--- src/rtl/core/assert_macros.svh ---
// Assertion macros for the RTL top level.
// Included by the top level; expands to nothing in synthesis builds.
`ifndef ASSERT_MACROS_SVH
`define ASSERT_MACROS_SVH
`ifndef SYNTHESIS
`define ASSERT_CLK(label, clk, rst_n, prop, msg) \
  label: assert property (@(posedge clk) disable iff (!rst_n) prop) else $error(msg);
`define ASSERT_NEVER(label, clk, rst_n, expr, msg) \
  label: assert property (@(posedge clk) disable iff (!rst_n) !(expr)) else $error(msg);
`else
`define ASSERT_CLK(label, clk, rst_n, prop, msg)
`define ASSERT_NEVER(label, clk, rst_n, expr, msg)
`endif
`endif

--- src/rtl/core/rdp_pkg.sv ---
// Package for the remote debug packet receiver: sizes, characters, item and record types, hex decode.
// No dependencies; used by the interfaces and all modules.
package rdp_pkg;

  localparam int BUF_DEPTH   = 2048;
  localparam int ADDR_W      = $clog2(BUF_DEPTH);
  localparam int LEN_W       = ADDR_W + 1;
  localparam int QUEUE_DEPTH = 4;
  localparam int QPTR_W      = $clog2(QUEUE_DEPTH);
  localparam int QCNT_W      = QPTR_W + 1;

  localparam logic [7:0] CH_START = 8'h24;
  localparam logic [7:0] CH_HASH  = 8'h23;
  localparam logic [7:0] CH_ACK   = 8'h2B;
  localparam logic [7:0] CH_NAK   = 8'h2D;
  localparam logic [7:0] CH_COLON = 8'h3A;
  localparam logic [7:0] CH_MASK  = 8'h7F;

  localparam logic [1:0] REC_READ    = 2'd0;
  localparam logic [1:0] REC_NAK     = 2'd1;
  localparam logic [1:0] REC_ACK     = 2'd2;
  localparam logic [1:0] REC_ACK_SEQ = 2'd3;

  typedef struct packed {
    logic              mode;
    logic [7:0]        rx_byte;
    logic [ADDR_W-1:0] read_index;
  } rdp_item_t;

  typedef struct packed {
    logic [1:0]       kind;
    logic [7:0]       id0;
    logic [7:0]       id1;
    logic [LEN_W-1:0] length;
    logic [7:0]       rdata;
  } rdp_rec_t;

  function automatic logic [4:0] hex_nibble(input logic [6:0] c);
    logic [4:0] r;
    r = 5'h00;
    if (c inside {[7'h61:7'h66]}) begin
      r = {1'b1, 4'(c - 7'h57)};
    end else if (c inside {[7'h30:7'h39]}) begin
      r = {1'b1, c[3:0]};
    end else if (c inside {[7'h41:7'h46]}) begin
      r = {1'b1, 4'(c - 7'h37)};
    end
    return r;
  endfunction

endpackage

--- src/rtl/core/rdp_if.sv ---


interface rdp_out_if;
  import rdp_pkg::*;
  logic             valid;
  logic             ready;
  logic             tx_valid;
  logic [7:0]       tx_byte;
  logic             packet_ready;
  logic [LEN_W-1:0] packet_length;
  logic [7:0]       read_byte;
  logic             last;
  modport source (output valid, tx_valid, tx_byte, packet_ready, packet_length, read_byte,
                  last, input ready);
  modport sink   (input valid, tx_valid, tx_byte, packet_ready, packet_length, read_byte,
                  last, output ready);
endinterface

--- src/rtl/core/rdp_reply_queue.sv ---
// Reply record queue that expands each record into one or three results.
// Depends on rdp_pkg and rdp_out_if.
module rdp_reply_queue (
  input  logic                       clk,
  input  logic                       rst_n,
  input  logic                       push,
  input  rdp_pkg::rdp_rec_t          push_rec,
  output logic [rdp_pkg::QCNT_W-1:0] count,
  rdp_out_if.source                  out_ch
);
  import rdp_pkg::*;

  rdp_rec_t          q_r [QUEUE_DEPTH];
  logic [QPTR_W-1:0] wr_ptr_r, rd_ptr_r;
  logic [QCNT_W-1:0] cnt_r;
  logic [1:0]        sub_r;
  rdp_rec_t          head;
  logic              pop, fire;

  assign head  = q_r[rd_ptr_r];
  assign fire  = out_ch.valid && out_ch.ready;
  assign pop   = fire && out_ch.last;
  assign count = cnt_r;

  always_comb begin
    out_ch.valid         = cnt_r != '0;
    out_ch.tx_valid      = 1'b1;
    out_ch.tx_byte       = 8'h00;
    out_ch.packet_ready  = 1'b0;
    out_ch.packet_length = '0;
    out_ch.read_byte     = 8'h00;
    out_ch.last          = 1'b1;
    case (head.kind)
      REC_READ: begin
        out_ch.tx_valid  = 1'b0;
        out_ch.read_byte = head.rdata;
      end
      REC_NAK: begin
        out_ch.tx_byte = CH_NAK;
      end
      REC_ACK: begin
        out_ch.tx_byte       = CH_ACK;
        out_ch.packet_ready  = 1'b1;
        out_ch.packet_length = head.length;
      end
      default: begin
        case (sub_r)
          2'd0: begin
            out_ch.tx_byte = CH_ACK;
            out_ch.last    = 1'b0;
          end
          2'd1: begin
            out_ch.tx_byte = head.id0;
            out_ch.last    = 1'b0;
          end
          default: begin
            out_ch.tx_byte       = head.id1;
            out_ch.packet_ready  = 1'b1;
            out_ch.packet_length = head.length;
          end
        endcase
      end
    endcase
  end

  always_ff @(posedge clk) begin
    if (!rst_n) begin
      wr_ptr_r <= '0;
      rd_ptr_r <= '0;
      cnt_r    <= '0;
      sub_r    <= 2'd0;
    end else begin
      if (push) begin
        wr_ptr_r <= wr_ptr_r + QPTR_W'(1);
      end
      if (pop) begin
        rd_ptr_r <= rd_ptr_r + QPTR_W'(1);
        sub_r    <= 2'd0;
      end else if (fire) begin
        sub_r <= sub_r + 2'd1;
      end
      cnt_r <= cnt_r + QCNT_W'(push) - QCNT_W'(pop);
    end
  end

  always_ff @(posedge clk) begin
    if (push) begin
      q_r[wr_ptr_r] <= push_rec;
    end
  end

endmodule

--- src/flat_wrapper.sv ---
// flat-port wrapper written by rule: the top's interface ports become plain ports
module rdp_reply_queue_flat import rdp_pkg::*;
  (clk, rst_n, push, push_rec, count, out_ch_valid, out_ch_tx_valid, out_ch_tx_byte, out_ch_packet_ready, out_ch_packet_length, out_ch_read_byte, out_ch_last, out_ch_ready);
  rdp_out_if out_ch_i ();
  input  logic clk;
  input  logic rst_n;
  input  logic push;
  input  rdp_pkg::rdp_rec_t push_rec;
  output logic [rdp_pkg::QCNT_W-1:0] count;
  output wire logic [$bits(out_ch_i.valid)-1:0] out_ch_valid;
  output wire logic [$bits(out_ch_i.tx_valid)-1:0] out_ch_tx_valid;
  output wire logic [$bits(out_ch_i.tx_byte)-1:0] out_ch_tx_byte;
  output wire logic [$bits(out_ch_i.packet_ready)-1:0] out_ch_packet_ready;
  output wire logic [$bits(out_ch_i.packet_length)-1:0] out_ch_packet_length;
  output wire logic [$bits(out_ch_i.read_byte)-1:0] out_ch_read_byte;
  output wire logic [$bits(out_ch_i.last)-1:0] out_ch_last;
  input wire logic [$bits(out_ch_i.ready)-1:0] out_ch_ready;
  assign out_ch_valid = out_ch_i.valid;
  assign out_ch_tx_valid = out_ch_i.tx_valid;
  assign out_ch_tx_byte = out_ch_i.tx_byte;
  assign out_ch_packet_ready = out_ch_i.packet_ready;
  assign out_ch_packet_length = out_ch_i.packet_length;
  assign out_ch_read_byte = out_ch_i.read_byte;
  assign out_ch_last = out_ch_i.last;
  assign out_ch_i.ready = out_ch_ready;
  rdp_reply_queue u_core (.clk(clk), .rst_n(rst_n), .push(push), .push_rec(push_rec), .count(count), .out_ch(out_ch_i));
endmodule
--- config.mk ---
export PLATFORM = sky130hd
export DESIGN_NAME = rdp_reply_queue_flat
export DESIGN_NICKNAME = d
export VERILOG_FILES = /design/src/rtl/core/assert_macros.svh /design/src/rtl/core/rdp_pkg.sv /design/src/rtl/core/rdp_if.sv /design/src/rtl/core/rdp_reply_queue.sv /design/src/flat_wrapper.sv
export SDC_FILE = /design/constraint.sdc
export NUM_CORES = 1
export LEC_CHECK = 0
export ABC_AREA = 1
export BUFFER_PORTS_ARGS = -buffer_cell sky130_fd_sc_hd__buf_2
export CORE_MARGIN = 5
export CORE_UTILIZATION = 52
export DETAILED_ROUTE_END_ITERATION = 10
export HOLD_SLACK_MARGIN = 0.1
export PLACE_DENSITY = 0.82
export SETUP_SLACK_MARGIN = 0.5
export SLEW_MARGIN = 20
export SYNTH_ARGS = -nofsm -noshare
export SYNTH_HDL_FRONTEND = slang
export SYNTH_SLANG_ARGS = --single-unit
--- constraint.sdc ---
create_clock -name clk -period 2.6 [get_ports clk]
set_input_delay 0.26 -clock clk [delete_from_list [all_inputs] [get_ports clk]]
set_output_delay 0.26 -clock clk [all_outputs]
set_load 0.05 [all_outputs]
Yosys cells after proc, flatten, opt, wreduce, memory -nomap -nowiden

Memory sizes are Yosys's and may differ from the RTL's. A register that Yosys moved wholly into a read port is not among the register bits.
Cells that the tools add are included.

Register bits: 9
RAM bits: 152
Input bits: 42
Memories: 1

Add/sub/neg operators: 5
Equal/unequal tests: 3
Muxes and demuxes: 13
Bitwise logic cells: 1
Reductions and logical operators: 9

Memories:

| memory     | words | width | rd ports | clocked after Yosys merged registers in | wr ports | line                  | text |
|---|---|---|---|---|---|---|---|
| u_core.q_r | 4     | 38    | 1        | 1                                       | 1        | rdp_reply_queue.sv:13 | `rdp_rec_t q_r [QUEUE_DEPTH];` |

Operators with widths:

| kind                | count |
|---|---|
| $pmux 12 s2         | 1 |
| $pmux 8 s3          | 1 |
| $pmux 8 s2          | 1 |
| $mux 12             | 1 |
| $mux 8              | 1 |
| $add 2x1->2 const B | 3 |
| $reduce_or 2->1     | 3 |
| $mux 1              | 5 |
| $eq 2x1->1 const B  | 2 |
| $logic_not 2->1     | 2 |
| $mux 2              | 2 |
| $add 3x1->3         | 1 |
| $reduce_bool 3->1   | 1 |
| $reduce_or 3->1     | 1 |
| $sub 3x1->3         | 1 |
| $eq 2x2->1 const B  | 1 |
| $logic_and 1x1->1   | 2 |
| $pmux 1 s2          | 1 |
| $not 1->1           | 1 |

Logic depth before layout (Yosys ltp)

Depth in word-level cells: 7
Gate-level depth with buffers: 16
Depth with buffers taken out: 13

Worst setup path before layout

Ideal clock, no wire load.

Path kind: register -> register
Start point: register (tool-made name)
End point: register u_core.cnt_r[2] (netlist: u_core.count[2])
Arrival: 2.889 ns
Data required time: 2.530 ns
Setup slack: -0.359 ns
Cell stages (with the launch flop): 16
Buffers on the path: 3
Cell sequence: dfxtp_1 > buf_6 > buf_6 > buf_4 > nand2_1 > a32oi_2 > ha_1 > o21ai_2 > nand2_1 > inv_1 > ha_1 > inv_1 > ha_1 > fa_1 > or2_2 > a21oi_1

RTL lines:

| item                 | line                  | text |
|---|---|---|
| to (signal assigned) | rdp_reply_queue.sv:82 | `cnt_r <= cnt_r + QCNT_W'(push) - QCNT_W'(pop);` |
| to (decl)            | rdp_reply_queue.sv:15 | `logic [QCNT_W-1:0] cnt_r;` |

==> run metrics <==
CTS tree=done; max_cap viols=0; highest metal used=met4; Synth area leaders=edfxtp_1 68%, nand2_1 7.6%, nor2_1 4.8%; Setup-failing EPs final=19; number of global-route vias before repair=4,942; status=complete, but fails checks; Final min period=2.74 ns; Die W=124 µm; peak fanout along the critical path=7; HPWL after DPL=8920 µm; Layout area overhead=33.6%; Pwr Density=1060 nW/µm²; WL/cell=20.6 µm; pre-CTS setup slack=0.0629 ns; Max-Slew Margin vs Limit=0.584; WHS Path Cells=3; distinct cell type count after synthesis=25; DR WL met2=9470 µm; # nets final=771; Placed Instances=813; RD Place Congestion=0.790; met3 WL=1630 µm; Worst path slowest cell=dfxtp_4; clock sink total=163; Starting Density=0.531; Seq cells post-synth=163; DRT Pass-1 Iters=6; ANT cells=0; cell taking the most area after synthesis=edfxtp_1; die area=15,300 µm²; initial antenna violation count=0; Tightest Pin Transition=0.623 ns; share of cells above drive strength 1=0.279; Avg Synthesized Cell Area=11.7 µm²; Mapped Area=6730 µm²; Final Util=0.710; Critical Path RT=2.34 ns; Design Power=9.55 mW; register area share after synthesis=0.711; DRC Markers=0; Routed met1 length=6650 µm; CTS H-tree depth=4; Die Y=124 µm; Hold Path Origin=rst_n; slowest stage delay, CP=0.38 ns; later-pin clock latency in the skew report=0.42 ns; Final Skew=0.0103 ns; Root Buffer=clkbuf_16; critical path class=reg -> out; Finished Layout Cells=900; worst reg2reg endpoint=u_core.count[2]; Vias=5,103; fillcell total=772; Post-DRT Antenna Nets=0; CP Launch Type=flop; maximum clock frequency=0.365 GHz; Final Cycle Share=1.05; largest net degree at the start of global routing=39; VDD IR-drop max=0.733 mV; critical path data arrival time=2.48 ns; # port buffers=76; Cell Rows=41; io pins=77; first-pass GRT wire length=26,200 µm; Buf/Inv on CP=5; Congestion Overflow GR=0; top-count cell post-synth=edfxtp_1; initial DRC count=608; CP Capture Type=primary output; Hold Crit Class=in -> reg; final wirelength=18,500 µm; Fin Setup TNS=-1.50 ns; most used flip-flop cell after synthesis=edfxtp_1; post-synth top area share=0.678; Post-Syn Instances=574; Worst-path clk slew=0.06 ns; Total GRT Usage=0.232; failing checks=setup timing; Hold Vio Cnt, Final=0; worst r2r path cells=13; Post-synth EDFFs=152; clock tree buffer depth=2; syn_nets=630; asr flop ratio synth=0; final worst slack=-0.138 ns; leakage=3.44 nW; max-slew violations=0; Min-Delay Endpoint=u_core.count[0]; RSZ-0062 raised after global routing=yes; vias per cell=5.67; Commonest cells post-synth=152 x edfxtp_1, 136 x nand2_1, 86 x nor2_1, 42 x o21ai_0, 35 x nand3_1; crit-path cells=inv_6 > nand2_1 > a32oi_2 > ha_2 > o21ai_4 > buf_12 > o21ai_4 > buf_8 > clkinvlp_4 > buf_8; CP top delay family=buffers and inverters; core area=12,700 µm²; Syn. warnings=0; r2r setup slk=-0.10 ns; CTS buffer count=17
==> tightest hold or removal path, cell delays in order <==
cell	delay, ns
buf_2	0.15
nand2_1	0.07
inv_1	0.04
==> repair_timing <==
item,in CTS,in global routing
resized for setup,97,43
cloned,1,1
hold buffers,38,0
setup buffers,11,4
setup endpoints to repair,32,33
pin swaps,11,9
endpoints found under the hold margin,152,0
==> kinds of logic (layout without fill, tap and decap cells) <==
group | count (synthesis) | count (layout) | share of synthesized area
buffers and inverters | 60 | 214 | 0.0463
XOR/XNOR | 2 | 2 | 0.00260
AO/OA/AOI/OAI | 77 | 77 | 0.0623
adder cells (fa/ha/maj) | 14 | 14 | 0.0271
flip-flops | 163 | 163 | 0.711
AND/OR/NAND/NOR | 258 | 258 | 0.151
==> where the power goes <==
group	internal, mW	total, mW	switching (mW)
logic	1.47	4.17	2.70
registers	3.02	3.11	0.0827
clock network	1.23	2.28	1.04
total	5.73	9.55	3.83
==> layer usage <==
layer | vias up | global-route usage
met5 | - | 0.0139
met1 | 2438 | 0.283
met3 | 68 | 0.0536
met4 | 0 | 0.108
li1 | 2241 | -
met2 | 356 | 0.391
==> placed cells by master, fill, tap and decap left out, types with 11 or more instances in the layout <==
master           n
buf_2           45
nand2_1        125
o21ai_0         40
a21oi_4         13
buf_6           30
dlygate4sd3_1   38
nand3_1         33
inv_1           24
buf_4           23
nor2_1          85
edfxtp_1       152
a21oi_2         11
clkbuf_16       17
==> worst max-delay path by stage <==
stage | startpoint | end | slack (ns) | depth (start not counted)
final | flop | out_ch_packet_ready | -0.14 | 10
after global placement | flop | u_core.count[2] | 0.20 | 13
after detailed placement | flop | u_core.count[2] | 0.06 | 13
after floorplan | flop | u_core.count[2] | -0.17 | 16
after global routing | flop | out_ch_packet_ready | -0.17 | 10
after CTS | flop | out_ch_packet_length[2] | 0.14 | 10
==> flip-flops by register name (all words and copies together) (netlist names), named ones only <==
name             flops
u_core.count         3
u_core.rd_ptr_r      2
u_core.q_r         152
u_core.wr_ptr_r      2
u_core.sub_r         2
==> final cells by class <==
type / count / area (µm²) / area share
Timing Repair Buffer: 148 / 1320 / 0.146
Tap cell: 172 / 215 / 0.0239
Inverter: 33 / 158 / 0.0175
Clock inverter: 14 / 105 / 0.0117
Clock buffer: 18 / 429 / 0.0477
Sequential cell: 163 / 4790 / 0.533
Timing Repair inverter: 1 / 11.3 / 0.00125
Multi-Input combinational cell: 351 / 1970 / 0.219
==> through the flow <==
step	hold WS [ns]	cell area (µm²)
final	0.126	8990
after global routing	0.141	8990
after CTS	0.112	8800
after detailed placement	0.470	7450
after global placement	0.449	7450
after floorplan	0.358	6890
Note: power is estimated with default switching activity, not from simulation.
